--- src/design/kbr_pkg.sv ---
// shared types, key tables and constants for the keyboard scancode ring
`default_nettype none
package kbr_pkg;

    typedef enum logic [1:0] {
        KIND_SCAN = 2'd0,
        KIND_READ = 2'd1,
        KIND_PEEK = 2'd2,
        KIND_NONE = 2'd3
    } t_kind;

    localparam int          KEY_W     = 7;
    localparam int          ASCII_W   = 8;
    localparam int          WORD_W    = KEY_W + ASCII_W;
    localparam int          MOD_W     = 3;
    localparam int          TABLE_LEN = 58;
    localparam int          TAB_IDX_W = $clog2(TABLE_LEN);

    localparam logic [6:0]  SC_LSHIFT  = 7'h2A;
    localparam logic [6:0]  SC_RSHIFT  = 7'h36;
    localparam logic [6:0]  SC_CTRL    = 7'h1D;
    localparam logic [2:0]  MOD_RSHIFT = 3'h1;
    localparam logic [2:0]  MOD_LSHIFT = 3'h2;
    localparam logic [2:0]  MOD_CTRL   = 3'h4;
    localparam logic [7:0]  CTRL_MASK  = 8'h1F;
    localparam logic [7:0]  CASE_BIT   = 8'h20;
    localparam logic [7:0]  ASCII_LO_A = 8'h61;
    localparam logic [7:0]  ASCII_LO_Z = 8'h7A;

    localparam logic [7:0] LOWER_TAB [0:TABLE_LEN-1] = '{
        8'h00, 8'h1B, 8'h31, 8'h32, 8'h33, 8'h34, 8'h35, 8'h36,
        8'h37, 8'h38, 8'h39, 8'h30, 8'h2D, 8'h3D, 8'h08, 8'h09,
        8'h71, 8'h77, 8'h65, 8'h72, 8'h74, 8'h79, 8'h75, 8'h69,
        8'h6F, 8'h70, 8'h5B, 8'h5D, 8'h0D, 8'h00,
        8'h61, 8'h73, 8'h64, 8'h66, 8'h67, 8'h68, 8'h6A, 8'h6B,
        8'h6C, 8'h3B, 8'h27, 8'h60, 8'h00, 8'h5C,
        8'h7A, 8'h78, 8'h63, 8'h76, 8'h62, 8'h6E, 8'h6D, 8'h2C,
        8'h2E, 8'h2F, 8'h00, 8'h2A, 8'h00, 8'h20
    };

    localparam logic [7:0] UPPER_TAB [0:TABLE_LEN-1] = '{
        8'h00, 8'h1B, 8'h21, 8'h40, 8'h23, 8'h24, 8'h25, 8'h5E,
        8'h26, 8'h2A, 8'h28, 8'h29, 8'h5F, 8'h2B, 8'h08, 8'h09,
        8'h51, 8'h57, 8'h45, 8'h52, 8'h54, 8'h59, 8'h55, 8'h49,
        8'h4F, 8'h50, 8'h7B, 8'h7D, 8'h0D, 8'h00,
        8'h41, 8'h53, 8'h44, 8'h46, 8'h47, 8'h48, 8'h4A, 8'h4B,
        8'h4C, 8'h3A, 8'h22, 8'h7E, 8'h00, 8'h7C,
        8'h5A, 8'h58, 8'h43, 8'h56, 8'h42, 8'h4E, 8'h4D, 8'h3C,
        8'h3E, 8'h3F, 8'h00, 8'h2A, 8'h00, 8'h20
    };

    typedef struct packed {
        logic scan;
        logic load_none;
        logic load_ring;
        logic pop;
    } t_cmd;

    typedef struct packed {
        logic empty;
    } t_sts;

endpackage
`default_nettype wire

--- src/design/kbr_ram.sv ---
// generic single-port-write ram with registered read
`default_nettype none
module kbr_ram #(
    parameter int WIDTH = 15,
    parameter int DEPTH = 16
) (
    input  wire logic                     i_clk,
    input  wire logic                     i_we,
    input  wire logic [$clog2(DEPTH)-1:0] i_waddr,
    input  wire logic [WIDTH-1:0]         i_wdata,
    input  wire logic [$clog2(DEPTH)-1:0] i_raddr,
    output logic      [WIDTH-1:0]         o_rdata
);
    logic [WIDTH-1:0] r_mem [0:DEPTH-1];
    logic [WIDTH-1:0] r_rdata;

    always_ff @(posedge i_clk) begin
        if (i_we) begin
            r_mem[i_waddr] <= i_wdata;
        end
        r_rdata <= r_mem[i_raddr];
    end

    assign o_rdata = r_rdata;
endmodule
`default_nettype wire

--- src/design/kbr_ctrl.sv ---
// controller state machine: input/output handshakes and datapath commands
`default_nettype none
module kbr_ctrl (
    input  wire logic          i_clk,
    input  wire logic          i_rst_n,
    input  wire logic          i_valid,
    output logic               o_ready,
    input  wire logic [1:0]    i_kind,
    output logic               o_valid,
    input  wire logic          i_ready,
    output kbr_pkg::t_cmd      o_cmd,
    input  wire kbr_pkg::t_sts i_sts
);
    import kbr_pkg::*;

    typedef enum logic [1:0] {
        S_IDLE,
        S_READ,
        S_OUT
    } t_state;

    t_state r_state, n_state;
    logic   r_pop, n_pop;
    logic   r_out_valid, n_out_valid;
    t_cmd   cmd;
    logic   accept;

    assign o_ready = (r_state == S_IDLE);
    assign accept  = i_valid && o_ready;

    always_comb begin
        n_state     = r_state;
        n_pop       = r_pop;
        n_out_valid = r_out_valid;
        cmd         = '0;
        case (r_state)
            S_IDLE: begin
                if (accept) begin
                    case (t_kind'(i_kind))
                        KIND_SCAN: begin
                            cmd.scan    = 1'b1;
                            n_state     = S_OUT;
                            n_out_valid = 1'b1;
                        end
                        KIND_READ, KIND_PEEK: begin
                            n_pop = (t_kind'(i_kind) == KIND_READ);
                            if (i_sts.empty) begin
                                cmd.load_none = 1'b1;
                                n_state       = S_OUT;
                                n_out_valid   = 1'b1;
                            end else begin
                                n_state = S_READ;
                            end
                        end
                        default: begin
                            cmd.load_none = 1'b1;
                            n_state       = S_OUT;
                            n_out_valid   = 1'b1;
                        end
                    endcase
                end
            end
            S_READ: begin
                cmd.load_ring = 1'b1;
                cmd.pop       = r_pop;
                n_state       = S_OUT;
                n_out_valid   = 1'b1;
            end
            S_OUT: begin
                if (i_ready) begin
                    n_state     = S_IDLE;
                    n_out_valid = 1'b0;
                end
            end
            default: begin
                n_state     = S_IDLE;
                n_out_valid = 1'b0;
            end
        endcase
    end

    always_ff @(posedge i_clk) begin
        if (!i_rst_n) begin
            r_state     <= S_IDLE;
            r_pop       <= 1'b0;
            r_out_valid <= 1'b0;
        end else begin
            r_state     <= n_state;
            r_pop       <= n_pop;
            r_out_valid <= n_out_valid;
        end
    end

    assign o_valid = r_out_valid;
    assign o_cmd   = cmd;
endmodule
`default_nettype wire

--- src/design/kbr_dp.sv ---
// datapath: modifier flags, key translation, ring pointers and result registers
`default_nettype none
module kbr_dp #(
    parameter int RING_DEPTH = 16
) (
    input  wire logic                      i_clk,
    input  wire logic                      i_rst_n,
    input  wire kbr_pkg::t_cmd             i_cmd,
    output kbr_pkg::t_sts                  o_sts,
    input  wire logic [7:0]                i_scancode,
    output logic                           o_we,
    output logic [$clog2(RING_DEPTH)-1:0]  o_waddr,
    output logic [kbr_pkg::WORD_W-1:0]     o_wdata,
    output logic [$clog2(RING_DEPTH)-1:0]  o_raddr,
    input  wire logic [kbr_pkg::WORD_W-1:0] i_rdata,
    output logic                           o_key_valid,
    output logic [kbr_pkg::KEY_W-1:0]      o_key_scan,
    output logic [kbr_pkg::ASCII_W-1:0]    o_key_ascii,
    output logic [kbr_pkg::MOD_W-1:0]      o_modifiers,
    output logic                           o_dropped
);
    import kbr_pkg::*;

    localparam int IDX_W = $clog2(RING_DEPTH);
    localparam logic [IDX_W-1:0] LAST_IDX = IDX_W'(RING_DEPTH - 1);

    logic [IDX_W-1:0]   r_rd_idx, n_rd_idx;
    logic [IDX_W-1:0]   r_wr_idx, n_wr_idx;
    logic [MOD_W-1:0]   r_mods, n_mods;
    logic               r_key_valid;
    logic [KEY_W-1:0]   r_key_scan;
    logic [ASCII_W-1:0] r_key_ascii;
    logic               r_dropped;

    logic [KEY_W-1:0]   key;
    logic               rel;
    logic [MOD_W-1:0]   mod_bit;
    logic [ASCII_W-1:0] asc_tab;
    logic [ASCII_W-1:0] asc_fold;
    logic [ASCII_W-1:0] asc;
    logic [IDX_W-1:0]   wr_next;
    logic [IDX_W-1:0]   rd_next;
    logic               full;
    logic               enq;
    logic               drop;

    assign key      = i_scancode[6:0];
    assign rel      = i_scancode[7];
    assign wr_next  = (r_wr_idx == LAST_IDX) ? '0 : r_wr_idx + 1'b1;
    assign rd_next  = (r_rd_idx == LAST_IDX) ? '0 : r_rd_idx + 1'b1;
    assign full     = (wr_next == r_rd_idx);
    assign o_sts.empty = (r_rd_idx == r_wr_idx);

    always_comb begin
        case (key)
            SC_LSHIFT: mod_bit = MOD_LSHIFT;
            SC_RSHIFT: mod_bit = MOD_RSHIFT;
            SC_CTRL:   mod_bit = MOD_CTRL;
            default:   mod_bit = '0;
        endcase
    end

    // table lookup, case choice by either shift flag
    always_comb begin
        asc_tab = '0;
        if (key < KEY_W'(TABLE_LEN)) begin
            if ((r_mods & (MOD_LSHIFT | MOD_RSHIFT)) != '0) begin
                asc_tab = UPPER_TAB[key[TAB_IDX_W-1:0]];
            end else begin
                asc_tab = LOWER_TAB[key[TAB_IDX_W-1:0]];
            end
        end
    end

    // ctrl turns letters into control codes
    assign asc_fold = asc_tab | CASE_BIT;
    assign asc = ((r_mods & MOD_CTRL) != '0 && asc_fold >= ASCII_LO_A
                  && asc_fold <= ASCII_LO_Z) ? (asc_tab & CTRL_MASK) : asc_tab;

    always_comb begin
        n_mods = r_mods;
        enq    = 1'b0;
        drop   = 1'b0;
        if (i_cmd.scan) begin
            if (mod_bit != '0) begin
                n_mods = rel ? (r_mods & ~mod_bit) : (r_mods | mod_bit);
            end else if (!rel) begin
                enq  = !full;
                drop = full;
            end
        end
    end

    assign n_wr_idx = enq ? wr_next : r_wr_idx;
    assign n_rd_idx = (i_cmd.load_ring && i_cmd.pop) ? rd_next : r_rd_idx;

    assign o_we    = enq;
    assign o_waddr = r_wr_idx;
    assign o_wdata = {key, asc};
    assign o_raddr = r_rd_idx;

    always_ff @(posedge i_clk) begin
        if (!i_rst_n) begin
            r_rd_idx <= '0;
            r_wr_idx <= '0;
            r_mods   <= '0;
        end else begin
            r_rd_idx <= n_rd_idx;
            r_wr_idx <= n_wr_idx;
            r_mods   <= n_mods;
        end
    end

    // result registers
    always_ff @(posedge i_clk) begin
        if (i_cmd.scan || i_cmd.load_none) begin
            r_key_valid <= 1'b0;
            r_key_scan  <= '0;
            r_key_ascii <= '0;
            r_dropped   <= drop;
        end else if (i_cmd.load_ring) begin
            r_key_valid <= 1'b1;
            r_key_scan  <= i_rdata[WORD_W-1:ASCII_W];
            r_key_ascii <= i_rdata[ASCII_W-1:0];
            r_dropped   <= 1'b0;
        end
    end

    assign o_key_valid = r_key_valid;
    assign o_key_scan  = r_key_scan;
    assign o_key_ascii = r_key_ascii;
    assign o_modifiers = r_mods;
    assign o_dropped   = r_dropped;
endmodule
`default_nettype wire

--- src/design/keyboard_scancode_ring_top.sv ---
// keyboard scancode front end with key ring: top level
//
// input channel (i_valid/o_ready): i_kind selects a scancode event (i_scancode,
// bit 7 marks a release), a read that pops the oldest key word, or a peek
// that only shows it. output channel (o_valid/i_ready): one result per
// transaction with the key word, o_key_valid, the modifier flags after the
// transaction and o_dropped for a press lost to a full ring.
// scancode events, unused kinds and reads of an empty ring give their
// result in the cycle after acceptance; a read or peek of a non-empty ring
// first passes through a read state, for the registered read of the ring ram.
// one transaction is in flight at a time: the next is accepted in the cycle
// after the result is taken.
// the ring holds RING_DEPTH - 1 key words.
// a stalled receiver holds the result steady and the input stays not ready.
// reset clears the ring pointers, the modifier flags and the handshake state;
// the ring ram needs no clearing pass.
`default_nettype none
module keyboard_scancode_ring_top #(
    parameter int RING_DEPTH = 16
) (
    input  wire logic                          i_clk,
    input  wire logic                          i_rst_n,
    input  wire logic                          i_valid,
    output logic                               o_ready,
    input  wire logic [1:0]                    i_kind,
    input  wire logic [7:0]                    i_scancode,
    output logic                               o_valid,
    input  wire logic                          i_ready,
    output logic                               o_key_valid,
    output logic [kbr_pkg::KEY_W-1:0]          o_key_scan,
    output logic [kbr_pkg::ASCII_W-1:0]        o_key_ascii,
    output logic [kbr_pkg::MOD_W-1:0]          o_modifiers,
    output logic                               o_dropped
);
    import kbr_pkg::*;

    localparam int IDX_W = $clog2(RING_DEPTH);

    t_cmd              cmd;
    t_sts              sts;
    logic              we;
    logic [IDX_W-1:0]  waddr;
    logic [IDX_W-1:0]  raddr;
    logic [WORD_W-1:0] wdata;
    logic [WORD_W-1:0] rdata;

    kbr_ctrl u_ctrl (
        .i_clk   (i_clk),
        .i_rst_n (i_rst_n),
        .i_valid (i_valid),
        .o_ready (o_ready),
        .i_kind  (i_kind),
        .o_valid (o_valid),
        .i_ready (i_ready),
        .o_cmd   (cmd),
        .i_sts   (sts)
    );

    kbr_dp #(
        .RING_DEPTH (RING_DEPTH)
    ) u_dp (
        .i_clk       (i_clk),
        .i_rst_n     (i_rst_n),
        .i_cmd       (cmd),
        .o_sts       (sts),
        .i_scancode  (i_scancode),
        .o_we        (we),
        .o_waddr     (waddr),
        .o_wdata     (wdata),
        .o_raddr     (raddr),
        .i_rdata     (rdata),
        .o_key_valid (o_key_valid),
        .o_key_scan  (o_key_scan),
        .o_key_ascii (o_key_ascii),
        .o_modifiers (o_modifiers),
        .o_dropped   (o_dropped)
    );

    kbr_ram #(
        .WIDTH (WORD_W),
        .DEPTH (RING_DEPTH)
    ) u_ring (
        .i_clk   (i_clk),
        .i_we    (we),
        .i_waddr (waddr),
        .i_wdata (wdata),
        .i_raddr (raddr),
        .o_rdata (rdata)
    );

    // one transaction in flight
    a_one_in_flight: assert property (@(posedge i_clk) disable iff (!i_rst_n)
        !(o_ready && o_valid))
        else $error("input ready while a result is pending");

    a_busy_after_accept: assert property (@(posedge i_clk) disable iff (!i_rst_n)
        (i_valid && o_ready) |=> !o_ready)
        else $error("accepted a second transaction without a result");

    a_drop_no_key: assert property (@(posedge i_clk) disable iff (!i_rst_n)
        o_valid |-> !(o_dropped && o_key_valid))
        else $error("dropped flag set on a returned key");

    a_no_write_on_read: assert property (@(posedge i_clk) disable iff (!i_rst_n)
        cmd.load_ring |-> !we)
        else $error("ring write during a ring read");
endmodule
`default_nettype wire

--- config.mk ---
export PLATFORM = sky130hd
export DESIGN_NAME = keyboard_scancode_ring_top
export DESIGN_NICKNAME = d
export VERILOG_FILES = /design/src/design/kbr_pkg.sv /design/src/design/kbr_ram.sv /design/src/design/kbr_ctrl.sv /design/src/design/kbr_dp.sv /design/src/design/keyboard_scancode_ring_top.sv
export SDC_FILE = /design/constraint.sdc
export NUM_CORES = 1
export LEC_CHECK = 0
export BUFFER_PORTS_ARGS = -buffer_cell sky130_fd_sc_hd__buf_2
export CELL_PAD_IN_SITES_DETAIL_PLACEMENT = 2
export CELL_PAD_IN_SITES_GLOBAL_PLACEMENT = 2
export CORE_ASPECT_RATIO = 0.9
export CORE_UTILIZATION = 40
export DETAILED_ROUTE_END_ITERATION = 6
export GPL_TIMING_DRIVEN = 0
export MAX_ROUTING_LAYER = met4
export PLACE_DENSITY = 0.66
export SLEW_MARGIN = 20
export SYNTH_ARGS = -nofsm -noshare
export SYNTH_HDL_FRONTEND = slang
export SYNTH_SLANG_ARGS = --single-unit
export TNS_END_PERCENT = 10
--- constraint.sdc ---
create_clock -name i_clk -period 5.28 [get_ports i_clk]
set_input_delay 1.056 -clock i_clk [delete_from_list [all_inputs] [get_ports i_clk]]
set_output_delay 1.056 -clock i_clk [all_outputs]
set_load 0.03 [all_outputs]
* Yosys cells after proc, flatten, opt, wreduce, memory -nomap -nowiden
Memory sizes are Yosys's and may differ from the RTL's. A register that Yosys moved wholly into a read port is not among the register bits. Index checks and enable logic that the tools add are counted.
Word-level totals: memories kept 3, word-level logic and storage cells 90, register bits after elaboration 32, memory bits (writable) 240, memory bits (read-only) 1024
Memories:
- (name not given) | depth 64, width 8, read ports 1, clocked after Yosys merged registers in 0, wr ports 0, line kbr_dp.sv:68 | asc_tab = UPPER_TAB[key[TAB_IDX_W-1:0]];
- (name not given) | depth 64, width 8, read ports 1, clocked after Yosys merged registers in 0, wr ports 0, line kbr_dp.sv:70 | asc_tab = LOWER_TAB[key[TAB_IDX_W-1:0]];
- u_ring.r_mem | depth 16, width 15, read ports 1, clocked after Yosys merged registers in 1, wr ports 1, line kbr_ram.sv:14 | logic [WIDTH-1:0] r_mem [0:DEPTH-1];
Cells by class: muxes and demuxes 37, reductions and logical operators 16, equality and inequality tests 14, order comparisons 4, add/subtract/negate cells 2, bitwise logic cells 4
Operators with widths (count):
- $mux 8 | 7
- $mux 1 | 16
- $eq 7x6->1 const B | 2
- $mux 2 | 7
- $pmux 3 s3 | 1
- $add 4x1->4 const B | 2
- $eq 4x4->1 | 2
- $eq 4x4->1 const B | 2
- $ge 8x7->1 const B | 1
- $le 8x7->1 const B | 1
- $mux 4 | 2
- $eq 7x5->1 const B | 1
- $ge 7x7->1 const B | 1
- $lt 7x6->1 const B | 1
- $not 6->7 | 1
- $pmux 2 s3 | 1
- $reduce_and 3->1 | 2
- $reduce_bool 3->1 | 2
- $eq 2x1->1 const B | 2
- $eq 2x2->1 const B | 2
- $logic_and 1x1->1 | 4
- $logic_not 2->1 | 2
- $ne 2x2->1 const B | 2
- $reduce_and 2->1 | 2
- 11 further kinds | 11

* Logic depth before layout (Yosys ltp)
Gate-level depths: netlist of run 1.
depth after elaboration 10, mapped depth 11, depth with buffers taken out 9

* By module
From an unflattened synthesis of run 1, not the netlist that was laid out.
Second synthesis, totals: cells, all modules 765, area, all modules 12320.6 µm²
By module, submodules not included:
- kbr_ram | seq. area each 7507.2 µm², cells an instance 406, area an instance 9446.6 µm², instances 1
- kbr_dp | seq. area each 570.5 µm², cells an instance 328, area an instance 2631.3 µm², instances 1
- kbr_ctrl | seq. area each 80.1 µm², cells an instance 31, area an instance 242.7 µm², instances 1

* Least setup slack after synthesis of run 1
No wires, ideal clock.
kind input to register, from input i_scancode[0], to memory u_ring.r_mem[0][5] (data pin), library setup time 351 ps, stages on the path 10, setup slack 943 ps, data arrival time 3986 ps, buffers on the path 1, data required time 4929 ps, cell sequence buf_2 inv_1 ha_1 nand2b_1 a311oi_1 nor3_1 o41ai_1 a2111oi_0 a21boi_1 a31oi_1
On the way: cells in the longest elaborated chain, start to end 10
Ends and longest elaborated chain:
- start, declared | line keyboard_scancode_ring_top.sv:26 | input wire logic [7:0] i_scancode,
- $not 6->7 (not written as such) | line kbr_dp.sv:68, kbr_dp.sv:70
- $mem_v2 64x8 (on tied branches)
- $mux 8 (on tied branches) (2 in a row) | line kbr_dp.sv:70, kbr_dp.sv:68
- $mux 8 | line kbr_dp.sv:67 | if ((r_mods & (MOD_LSHIFT | MOD_RSHIFT)) != '0) begin
- $mux 8 (*) | line kbr_dp.sv:66 | if (key < KEY_W'(TABLE_LEN)) begin
- $ge 8x7->1 | line kbr_dp.sv:77 | assign asc = ((r_mods & MOD_CTRL) != '0 && asc_fold >= ASCII_LO_A
- $logic_and 1x1->1 | line kbr_dp.sv:77
- $logic_and 1x1->1 | line kbr_dp.sv:78 | && asc_fold <= ASCII_LO_Z) ? (asc_tab & CTRL_MASK) : asc_tab;
- $mux 8 (*) | line kbr_dp.sv:78
- named net u_dp.asc[5] | line kbr_dp.sv:40 | logic [ASCII_W-1:0] asc;
- end, declared | line kbr_ram.sv:14
The timed path passes the listed nets; every way through them passes the cells marked *. The select of a mux whose other input is x is not followed.

* Worst setup path in the final report of run 1
from input i_scancode[0], to memory u_ring.r_mem[14][5] (data pin)
Same word-level chain as after synthesis.

==> summary.txt, run 1 <==
Synthesis
  – Average footprint of a synthesized cell: approximately 16 µm²
  – Net count after synthesis: ~770
  – Dominant combinational cell family by area after synthesis: multiplexers
  – Synth Area in XOR/XNOR: less than 1%
  – Portion of netlist area occupied by mux cells: between 10 and 15%
  – Post-synthesis register bit count: ~270
  – Synthesized-area fraction occupied by and/or/nand/nor cells: a little over 7%
  – Sequential share of the synthesized area: about two thirds
  – Count of mapped cells out of synthesis: approximately 730
  – Post-synthesis cell type count: between 70 and 80
  – Synth Cell Area: ~0.012 mm²
  – Number of synthesis warnings: 0
  – Adder-cell area share of the yosys netlist: under 10%
  – Post-synth ARST share: 0%
  – EDFF count, synth: roughly 230
  – Fraction of the mapped netlist area in compound gates: 6.921%
  – Ys flop type: edfxtp_1

Floorplan
  – Boundary pin count: 36
  – Die extent in x: between 150 and 200 µm
  – Floorplan Core Area: around 0.028 mm²
  – Die Y: ~160 µm
  – Number of core rows: between 50 and 60
  – Die Area: 0.02989 mm²
  – Initial standard-cell utilization of the core: 41.26%

Global routing
  – Met2 track utilization from global routing: roughly two fifths
  – Wire length of the first global-routing pass: roughly 54 mm
  – Grt met1 use: about a third
  – Vias in the first global route: slightly below 8k
  – Met3 GRT Util: between 4 and 5%
  – GRT Resource Usage Total: about a quarter
  – Remaining global-route overflow: 0
  – Pin count of the biggest net entering global routing: 30
  – GRT Max-Usage Layer: met2
  – Antenna violations before repair: 3

Pwr
  – LEAKAGE: between 4 and 5 nW
  – IR Drop Worst-Case VDD: between 0.0002 and 0.00025 V
  – Total power after layout: roughly 4.8 mW
  – Power density over cell area: 351.5 mW/mm²

Route
  – Final ANT Viol Nets: 0
  – Via/cell ratio: 5.933
  – DR DRC count: 0
  – Total via count after detailed routing: between 7k and 8k
  – Total wirelength of the detailed-routed design: between 30 and 40 mm
  – Post-detailed-route wirelength per cell: 30.39 µm
  – Number of DRC markers after the initial detailed-route iteration: roughly 610
  – Total iterations of the first detailed-routing run: 5

Final layout
  – Final cell count without fillers: 1,201
  – Number of nets at the end of the flow: 850
  – Total non-filler cell area in the finished layout: 0.01370 mm²
  – Area added between synthesis and finish: 17.28%
  – Share of final-layout standard cells stronger than drive strength 1: between 20% and 30%
  – Share of the core filled with cells in the final layout: about half

Placement
  – Detailed Place HPWL: between 20 and 30 mm
  – Post-placement cell count: about 1.1k
  – Total placed instance area: approximately 0.013 mm²
  – Count of buffers inserted at the top-level ports: 34
  – Final RePlAce weighted congestion: roughly 0.9

Setup path
  – Data required time of the worst path: between 5 and 6 ns
  – Worst setup EP type: flop
  – CP Max Fanout: 26
  – Arrival time worst endpoint: 5.44 ns
  – Start point of the critical path: i_scancode[0]
  – Start-to-end type of the worst setup path: input pin to flop
  – Sort of element at the start of the critical path: input pin

Clock network
  – H-tree levels: 1
  – Clock latency reported for the late side of the worst-skew pair: 0.56 ns
  – Clock sink count: 269
  – Buffer depth of the longest clock path: 3
  – Clk pin slew, worst setup/hold paths: about 0.060 ns
  – Clock Tree Root: clkbuf_16
  – CTS buffer count: 29
  – CTS tree: built
  – CTS hold repair buffers: 0

Timing
  – Time the worst path needs with I/O delays and setup: ~5.1 ns
  – Setup repair after global routing missed its margin: false
  – Final number of max-transition violations: 0
  – Smallest hold slack: 0.4408 ns
  – Max Clock Freq: around 190 MHz
  – Share of the clock period used by the worst path: approximately 100%
  – Worst Clk Skew: just over 0.01 ns
  – Relative slew slack: about a third
  – Setup violators final: 0
  – Final hold viol count: 0
  – Transition time of the tightest slew-check pin: between 0.9 and 1 ns

Run
  – Max_cap viols: 0

Status
  – Run status: completed

Hold path
  – Classification of the worst-slack hold path: flop to flop
  – Hold path startpoint: u_ring.o_rdata[8]
==> power by group <==
part	total (mW)	switching (mW)	internal (mW)
Clock	2.24	0.860	1.38
Combinational	0.251	0.176	0.0747
Sequential	2.32	0.00470	2.31
==> through the flow <==
stage	worst slack (ns)	setup TNS (ns)
2_1_floorplan	0.9430	0
5_1_grt	0.02909	0
3_5_place_dp	-1.331	-29.47
6_report	0.1333	0
4_1_cts	0.1666	0
3_3_place_gp	-1.438	-88.68
==> flip-flops by register name, summed over array words and instances (netlist names), named ones only <==
register	flops
u_ring.r_mem	224
u_ring.o_rdata	14
u_dp.o_key_ascii	7
u_dp.o_key_scan	7
u_dp.o_raddr	4
u_dp.o_waddr	4
u_ctrl.r_state	2
u_ctrl.o_valid	1
u_ctrl.r_pop	1
u_dp.o_dropped	1
u_dp.o_key_valid	1
==> per-layer routing <==
| layer | wire, µm | up-vias | part of all wire, % |
|---|---|---|---|
| met3 | 1976 | 59 | 5.4 |
| met2 | 17650 | 240 | 48 |
| met5 | 0 | - | 0 |
| met1 | 15920 | 3771 | 44 |
| met4 | 955 | 0 | 2.6 |
| li1 | - | 3055 | - |
==> cells in the mapped netlist (3+ instances only) <==
library cell / count / area, µm²
xnor2_1: 3 / 26.28
o311a_1: 3 / 30.03
nor4_1: 4 / 25.02
nor3_1: 14 / 70.07
a211oi_1: 5 / 37.54
buf_2: 15 / 75.07
mux4_2: 70 / 1577
inv_1: 16 / 60.06
mux2i_1: 9 / 90.09
o311ai_0: 5 / 43.79
a2111oi_0: 3 / 26.28
buf_6: 6 / 67.56
a311oi_1: 4 / 35.03
nand3_1: 10 / 50.05
nor3b_1: 3 / 22.52
nand2_1: 54 / 202.7
and2_1: 5 / 31.28
a31oi_1: 10 / 62.56
or3_1: 3 / 18.77
a21boi_1: 3 / 22.52
a21oi_1: 30 / 150.1
nor2b_1: 8 / 50.05
o221ai_1: 3 / 26.28
nand2b_1: 11 / 68.82
edfxtp_1: 225 / 6756
dfxtp_1: 44 / 880.8
o21ai_0: 14 / 70.07
nor2_1: 43 / 161.4
clkbuf_1: 20 / 75.07
ha_1: 19 / 237.7
xor2_1: 8 / 70.07
buf_4: 5 / 37.54
==> logic make-up (layout without fill, tap and decap cells) <==
group | Yosys count | in the layout
flip-flops | 269 | 269
AND/OR/NAND/NOR | 170 | 170
buffers and inverters | 68 | 176
multiplexers | 82 | 82
other | 1 | 2
adder cells (fa/ha/maj) | 19 | 19
XOR/XNOR | 11 | 11
AO/OA/AOI/OAI | 112 | 112
==> worst max-delay path: stages <==
cell	delay, ns
buf_2	0.45
buf_2	0.38
inv_1	0.17
ha_1	0.52
or3b_1	0.42
a21oi_1	0.17
and4bb_1	0.26
a211oi_4	0.80
a2111oi_0	0.26
a21boi_1	0.41
a31oi_2	0.27
buf_6	0.23
==> what timing repair did <==
item,in CTS,in global routing
gates resized for setup,3,0
endpoints found under the setup margin,28,0
setup buffers,0,0
==> cell type report <==
type / instances / area (µm²)
diodes: 1 / 2.502
plain buffers: 50 / 292.8
clock buffers: 34 / 764.5
clock inverters: 20 / 301.5
fillers: 2661 / 14610
inverters: 18 / 72.57
multi-input cells: 395 / 3767
flip-flops and latches: 269 / 7637
well taps: 360 / 450.4
repair buffers: 54 / 407.9
==> cells in the final DEF, fill, tap and decap left out, types with 7 or more instances in the layout <==
| cell | n |
|---|---|
| a21oi_1 | 30 |
| a31oi_1 | 8 |
| buf_2 | 50 |
| buf_4 | 10 |
| buf_6 | 10 |
| buf_8 | 12 |
| bufinv_16 | 7 |
| clkbuf_1 | 23 |
| clkbuf_16 | 29 |
| dfxtp_1 | 44 |
| edfxtp_1 | 225 |
| ha_1 | 19 |
| inv_1 | 16 |
| mux2i_1 | 9 |
| mux4_2 | 70 |
| nand2_1 | 54 |
| nand2b_1 | 11 |
| nand3_1 | 10 |
| nor2_1 | 30 |
| nor2_2 | 13 |
| nor2b_1 | 8 |
| nor3_1 | 10 |
| o21ai_0 | 14 |
| xor2_1 | 8 |
==> path summary, 6_finish.rpt <==
| kind | to | slack (ns) | cells after the start |
|---|---|---|---|
| setup / recovery | u_ring.r_mem[14][5] | 0.13 | 12 |
| setup reg to reg | u_ring.r_mem[14][5] | 1.40 | 9 |
| hold reg to reg | u_dp.o_key_scan[0] | 0.44 | 2 |
| hold / removal | u_dp.o_key_scan[0] | 0.44 | 2 |
Note: power is estimated with default switching activity, not from simulation.
==> inputs of run 2 (changes only) <==
--- a/config.mk
+++ b/config.mk
@@ -13,7 +13,7 @@
 export DETAILED_ROUTE_END_ITERATION = 6
 export GPL_TIMING_DRIVEN = 0
 export MAX_ROUTING_LAYER = met4
-export PLACE_DENSITY = 0.66
+export PLACE_DENSITY = 0.69
 export SLEW_MARGIN = 20
 export SYNTH_ARGS = -nofsm -noshare
 export SYNTH_HDL_FRONTEND = slang
==> summary.txt, run 2 (synthesis results as in run 1) <==
Floorplan
  – Boundary pin count: 36 (unchanged)
  – Initial standard-cell utilization of the core: 41.26% (unchanged)
  – Die Area: 0.02989 mm² (unchanged)
  – Die Y: 164.1 µm (unchanged)
  – Die extent in x: 182.1 µm (unchanged)
  – Floorplan Core Area: 0.02830 mm² (unchanged)
  – Number of core rows: 58 (unchanged)

Clock network
  – Clock sink count: 269 (unchanged)
  – Clk pin slew, worst setup/hold paths: 0.06 ns (about the same)
  – Number of setup buffers added after CTS: 0 (unchanged)
  – Clock latency reported for the late side of the worst-skew pair: 0.55 ns (was 0.56 ns)
  – Buffer depth of the longest clock path: 3 (unchanged)
  – CTS hold repair buffers: 0 (unchanged)
  – H-tree levels: 1 (unchanged)
  – CTS buffer count: 29 (unchanged)
  – Clock Tree Root: clkbuf_16 (unchanged)
  – CTS tree: built (unchanged)
  – Cells resized by post-CTS repair: 2 (was 3)

Status
  – Run status: complete, but fails checks (was completed)
  – Failing checks: DRC

Pwr
  – Power density over cell area: 340.0 mW/mm² (was 351.5 mW/mm²)
  – LEAKAGE: 4.417 nW (was 4.533 nW)
  – IR Drop Worst-Case VDD: 0.0001966 V (was 0.0002327 V)

Global routing
  – Antenna violations before repair: 1 (was 3)
  – Pin count of the biggest net entering global routing: 30 (unchanged)
  – Remaining global-route overflow: 0 (unchanged)
  – GRT Resource Usage Total: 24.58% (was 26.10%)
  – Wire length of the first global-routing pass: 51.32 mm (was 53.92 mm)
  – Vias in the first global route: 7,604 (was 7,729)

Timing
  – Transition time of the tightest slew-check pin: 0.9934 ns (was 0.9679 ns)
  – Final number of max-transition violations: 0 (unchanged)
  – Final WS setup: 0.2060 ns (was 0.1333 ns)
  – Post-route setup TNS: 0 ns (unchanged)
  – Setup repair after global routing missed its margin: false (unchanged)
  – Smallest hold slack: 0.4431 ns (was 0.4408 ns)
  – Worst Clk Skew: 0.03056 ns (was 0.01039 ns)
  – Setup violators final: 0 (unchanged)
  – Share of the clock period used by the worst path: 96.10% (was 97.48%)
  – Final hold viol count: 0 (unchanged)
  – Relative slew slack: 33.70% (was 35.26%)
  – Time the worst path needs with I/O delays and setup: 5.074 ns (was 5.147 ns)
  – Max Clock Freq: 197.1 MHz (was 194.3 MHz)

Final layout
  – Max FFs per register: 224 (unchanged)
  – Share of the core filled with cells in the final layout: 47.51% (was 48.40%)
  – Area added between synthesis and finish: 15.14% (was 17.28%)
  – Total non-filler cell area in the finished layout: 0.01345 mm² (was 0.01370 mm²)
  – Total inserted antenna cells: 0 (was 1)
  – Register containing the most flip-flops in the final layout: u_ring.r_mem (unchanged)
  – Share of final-layout standard cells stronger than drive strength 1: 26.39% (was 28.21%)
  – Commonest non-fill, non-tap cell in the layout: edfxtp_1 (unchanged)
  – Most frequent cells in the layout: edfxtp_1 (225), mux4_2 (70), nand2_1 (54), buf_2 (51), dfxtp_1 (44) (was edfxtp_1 (225), mux4_2 (70), nand2_1 (54), buf_2 (50), dfxtp_1 (44))
  – Number of nets at the end of the flow: 841 (was 850)

Route
  – Via/cell ratio: 5.911 (was 5.933)
  – Final ANT Viol Nets: 0 (unchanged)
  – Total iterations of the first detailed-routing run: 7 (was 5)
  – DR DRC count: 1 (was 0)
  – Total wirelength of the detailed-routed design: 34.50 mm (was 36.50 mm)
  – Post-detailed-route wirelength per cell: 28.99 µm (was 30.39 µm)
  – Number of DRC markers after the initial detailed-route iteration: 616 (was 612)
  – Total via count after detailed routing: 7,034 (was 7,125)

Run
  – Max_cap viols: 0 (unchanged)

Placement
  – Post-place setup slack: -1.277 ns (was -1.331 ns)
  – Total placed instance area: 0.01248 mm² (was 0.01261 mm²)
  – Count of buffers inserted at the top-level ports: 34 (unchanged)
  – Final RePlAce weighted congestion: 0.8787 (was 0.9021)
  – Detailed Place HPWL: 24.12 mm (was 26.07 mm)

Setup path
  – Worst-path cell chain: buf_2 > buf_2 > inv_1 > ha_1 > or3b_1 > a21oi_1 > and4bb_1 > a211oi_4 > a21oi_1 > or3_1 > a31oi_4 (was buf_2 > buf_2 > inv_1 > ha_1 > or3b_1 > a21oi_1 > and4bb_1 > a211oi_4 > a2111oi_0 > a21boi_1 > a31oi_2 > buf_6)
  – Start-to-end type of the worst setup path: input pin to flop (unchanged)
  – CP Max Fanout: 26 (unchanged)
  – Worst reg2reg path endpoint: u_ring.r_mem[10][5] (was u_ring.r_mem[14][5])
  – Flop-to-flop setup slack: 1.65 ns (was 1.40 ns)
  – Sort of element at the start of the critical path: input pin (unchanged)
  – Standard cell with the maximum stage delay on the critical path: a211oi_4 (unchanged)
  – Data required time of the worst path: 5.52 ns (was 5.57 ns)
  – Worst setup EP type: flop (unchanged)
  – Start point of the critical path: i_scancode[0] (unchanged)
  – Arrival time worst endpoint: 5.32 ns (was 5.44 ns)
  – Critical path's largest stage delay: 0.79 ns (was 0.80 ns)
  – Worst Reg2Reg Path Length in Cells: 8 (was 9)

Hold path
  – Hold Path Depth: 2 (unchanged)
  – Classification of the worst-slack hold path: flop to flop (unchanged)
  – Destination of the worst hold path: u_dp.o_key_scan[3] (was u_dp.o_key_scan[0])
  – Hold path startpoint: u_ring.o_rdata[11] (was u_ring.o_rdata[8])
## run 2: changes by cell type in the layout (fill, tap and decap cells not counted), moves of 2 or more
cell / delta
clkinvlp_4: -3
bufinv_16: -3
clkbuf_1: +2
clkbuf_8: -2
clkinv_1: +6
buf_8: -6
buf_6: -3
## run 2: worst max-delay path, delay by kind of cell
kind	cells	cell delay, ns
AOI/OAI and AO/OA	4	1.60
and+or+nand+nor	3	1.08
buffers and inverters	3	1.02
adders and majority gates	1	0.52
## run 2: cell type report
class                   count  area, µm²
clock inverters            19      191.4
inverters                  18      72.57
multi-input cells         395       3776
plain buffers              50      292.8
flip-flops and latches    269       7637
clock buffers              34      744.5
repair buffers             45      281.5
fillers                  2669      14860
well taps                 360      450.4
## run 2: power breakdown
group	internal, mW	total [mW]	switching (mW)
Sequential	2.32	2.32	0.00491
Combinational	0.0733	0.246	0.173
Clock	1.20	2.00	0.809
Total	3.58	4.57	0.987
## run 2: worst max-delay path by stage
stage,to,slack [ns],depth (start not counted)
after global placement,u_ring.r_mem[0][5],-1.51,11
after detailed placement,u_ring.r_mem[12][6],-1.28,11
after floorplan,u_ring.r_mem[0][5],0.94,10
after CTS,u_ring.r_mem[4][5],0.03,11
final,u_ring.r_mem[10][5],0.21,11
after global routing,u_ring.r_mem[7][5],0.04,11
## run 2: metal layers
layer	global-route usage (%)	up-vias	share of wire, %
met5	-	-	0
met4	6.646	0	2.6
met3	3.592	66	5.9
met2	40.77	243	49
met1	31.85	3691	42
li1	-	3034	-
## run 2: metrics by stage
step           power (mW)  instances
2_1_floorplan       2.502        732
3_3_place_gp        2.587       1126
3_5_place_dp        2.606       1137
4_1_cts             4.612       1190
5_1_grt             4.693       1190
6_report            4.571       1190
==> inputs of run 3 (changes only) <==
--- a/config.mk
+++ b/config.mk
@@ -14,6 +14,7 @@
 export GPL_TIMING_DRIVEN = 0
 export MAX_ROUTING_LAYER = met4
 export PLACE_DENSITY = 0.69
+export REMOVE_ABC_BUFFERS = 1
 export SLEW_MARGIN = 20
 export SYNTH_ARGS = -nofsm -noshare
 export SYNTH_HDL_FRONTEND = slang
==> summary.txt, run 3 (synthesis results as in run 1) <==
Timing
  – Time the worst path needs with I/O delays and setup: 5.086 ns (was 5.074 ns)
  – Final hold viol count: 0 (unchanged)
  – Final WS setup: 0.1939 ns (was 0.2060 ns)
  – Final number of max-transition violations: 0 (unchanged)
  – Worst Clk Skew: 0.01722 ns (was 0.03056 ns)
  – Max Clock Freq: 196.6 MHz (was 197.1 MHz)
  – Setup repair after global routing missed its margin: false (unchanged)
  – Post-route setup TNS: 0 ns (unchanged)
  – Transition time of the tightest slew-check pin: 1.112 ns (was 0.9934 ns)
  – Setup violators final: 0 (unchanged)
  – Relative slew slack: 25.85% (was 33.70%)
  – Share of the clock period used by the worst path: 96.33% (was 96.10%)

Floorplan
  – Number of core rows: 58 (unchanged)
  – Die Y: 164.1 µm (unchanged)
  – Initial standard-cell utilization of the core: 41.26% (unchanged)
  – Die Area: 0.02989 mm² (unchanged)
  – Die extent in x: 182.1 µm (unchanged)
  – Floorplan Core Area: 0.02830 mm² (unchanged)
  – Boundary pin count: 36 (unchanged)

Route
  – Number of DRC markers after the initial detailed-route iteration: 466 (was 616)
  – Post-detailed-route wirelength per cell: 28.40 µm (was 28.99 µm)
  – DR DRC count: 0 (was 1)
  – Total via count after detailed routing: 6,808 (was 7,034)
  – Total iterations of the first detailed-routing run: 5 (was 7)
  – Via/cell ratio: 5.941 (was 5.911)
  – Total wirelength of the detailed-routed design: 32.55 mm (was 34.50 mm)
  – Final ANT Viol Nets: 0 (unchanged)

Global routing
  – Pin count of the biggest net entering global routing: 70 (was 30)
  – Antenna violations before repair: 0 (was 1)
  – Wire length of the first global-routing pass: 48.65 mm (was 51.32 mm)
  – Vias in the first global route: 7,330 (was 7,604)
  – GRT Resource Usage Total: 23.06% (was 24.58%)
  – Remaining global-route overflow: 0 (unchanged)

Setup path
  – Critical path's largest stage delay: 0.71 ns (was 0.79 ns)
  – Worst setup EP type: flop (unchanged)
  – Standard cell with the maximum stage delay on the critical path: a211oi_4 (unchanged)
  – Sort of element at the start of the critical path: input pin (unchanged)
  – Data required time of the worst path: 5.52 ns (about the same)
  – Worst path most repeated cell: a21oi_1
  – Kind of cell with the highest combined delay on the critical path: compound AO/OA/AOI/OAI gates (unchanged)
  – CP Max Fanout: 38 (was 26)
  – Start-to-end type of the worst setup path: input pin to flop (unchanged)
  – Worst-path cell chain: buf_2 > inv_1 > ha_1 > or3b_1 > a21oi_1 > and4bb_1 > a211oi_4 > a21oi_1 > or3_1 > a21boi_2 (was buf_2 > buf_2 > inv_1 > ha_1 > or3b_1 > a21oi_1 > and4bb_1 > a211oi_4 > a21oi_1 > or3_1 > a31oi_4)
  – Buf/Inv on CP: 2 (was 3)
  – Arrival time worst endpoint: 5.33 ns (was 5.32 ns)

Clock network
  – Clock sink count: 269 (unchanged)
  – CTS tree: built (unchanged)
  – Buffer depth of the longest clock path: 3 (unchanged)
  – Clk pin slew, worst setup/hold paths: 0.06 ns (about the same)
  – CTS buffer count: 27 (was 29)
  – Clock Tree Root: clkbuf_16 (unchanged)
  – H-tree levels: 1 (unchanged)
  – Clock latency reported for the late side of the worst-skew pair: 0.54 ns (was 0.55 ns)
  – CTS hold repair buffers: 0 (unchanged)

Pwr
  – LEAKAGE: 4.301 nW (was 4.417 nW)
  – Power density over cell area: 334.7 mW/mm² (was 340.0 mW/mm²)
  – IR Drop Worst-Case VDD: 0.0002769 V (was 0.0001966 V)

Final layout
  – Final cell count without fillers: 1,146 (was 1,190)
  – Share of final-layout standard cells stronger than drive strength 1: 26.08% (was 26.39%)
  – Total non-filler cell area in the finished layout: 0.01331 mm² (was 0.01345 mm²)
  – Fill cells: 2,617 (was 2,669)
  – Total inserted antenna cells: 0 (unchanged)
  – Share of the core filled with cells in the final layout: 47.04% (was 47.51%)
  – Area added between synthesis and finish: 13.99% (was 15.14%)
  – Register containing the most flip-flops in the final layout: u_ring.r_mem (unchanged)
  – Number of nets at the end of the flow: 799 (was 841)
  – Commonest non-fill, non-tap cell in the layout: edfxtp_1 (unchanged)
  – Most frequent cells in the layout: edfxtp_1 (225), mux4_2 (70), nand2_1 (54), dfxtp_1 (40), buf_2 (33) (was edfxtp_1 (225), mux4_2 (70), nand2_1 (54), buf_2 (51), dfxtp_1 (44))
  – Max FFs per register: 224 (unchanged)

Placement
  – Detailed Place HPWL: 20.63 mm (was 24.12 mm)
  – Total placed instance area: 0.01239 mm² (was 0.01248 mm²)
  – Post-place setup slack: -1.091 ns (was -1.277 ns)
  – Count of buffers inserted at the top-level ports: 34 (unchanged)
  – Final RePlAce weighted congestion: 0.7579 (was 0.8787)
  – Post-placement cell count: 1,097 (was 1,137)

Run
  – Max_cap viols: 0 (unchanged)

Hold path
  – Classification of the worst-slack hold path: flop to flop (unchanged)

Status
  – Run status: completed (was complete, but fails checks)
==> run 3: worst min-delay path: stages (launching register included) <==
cell	delay, ns
dfxtp_1	0.30
nand2_1	0.05
a21oi_1	0.05
==> run 3: where the power goes <==
group | leakage, nW | switching [mW] | internal (mW)
clock network | 0.436 | 0.799 | 1.12
logic | 1.46 | 0.159 | 0.0609
registers | 2.40 | 0.00640 | 2.31
==> run 3: metrics by stage <==
stage,hold WS [ns],power [mW]
final,0.4409,4.456
after global routing,0.4461,4.576
after CTS,0.4412,4.492
after detailed placement,0.4348,2.580
after global placement,0.4190,2.559
after floorplan,0.4174,2.475
==> run 3: cell type report <==
class | count | area (µm²) | share of cell area [%]
clock inverters | 11 | 103.9 | 0.7801
flip-flops and latches | 269 | 7647 | 57.44
inverters | 18 | 72.57 | 0.5451
repair buffers | 55 | 459.2 | 3.449
multi-input cells | 395 | 3802 | 28.56
well taps | 360 | 450.4 | 3.383
clock buffers | 38 | 777.0 | 5.836
==> run 3: final timing paths <==
path / depth (start not counted) / slack [ns] / to / from
hold reg to reg: 2 / 0.44 / u_dp.o_key_ascii[2] / u_ring.o_rdata[2]
setup reg to reg: 7 / 1.49 / u_ring.r_mem[9][6] / flop
setup / recovery: 10 / 0.19 / u_ring.r_mem[9][6] / i_scancode[1]
hold / removal: 2 / 0.44 / u_dp.o_key_ascii[2] / u_ring.o_rdata[2]
==> run 3: layer usage <==
metal	vias to the layer above	global-route usage, %	part of all wire (%)
li1	2952	-	-
met1	3650	30.36	44
met2	166	38.87	51
met3	40	2.882	4.2
met4	0	4.393	1.4
met5	-	-	0
==> run 3: what timing repair did <==
item                                    4_1_cts  5_1_grt
hold endpoints to repair                      0        0
buffers inserted                              0        0
pin swaps                                     0        0
endpoints found under the setup margin       32       16
resized for setup                             3        2
gates cloned                                  0        0
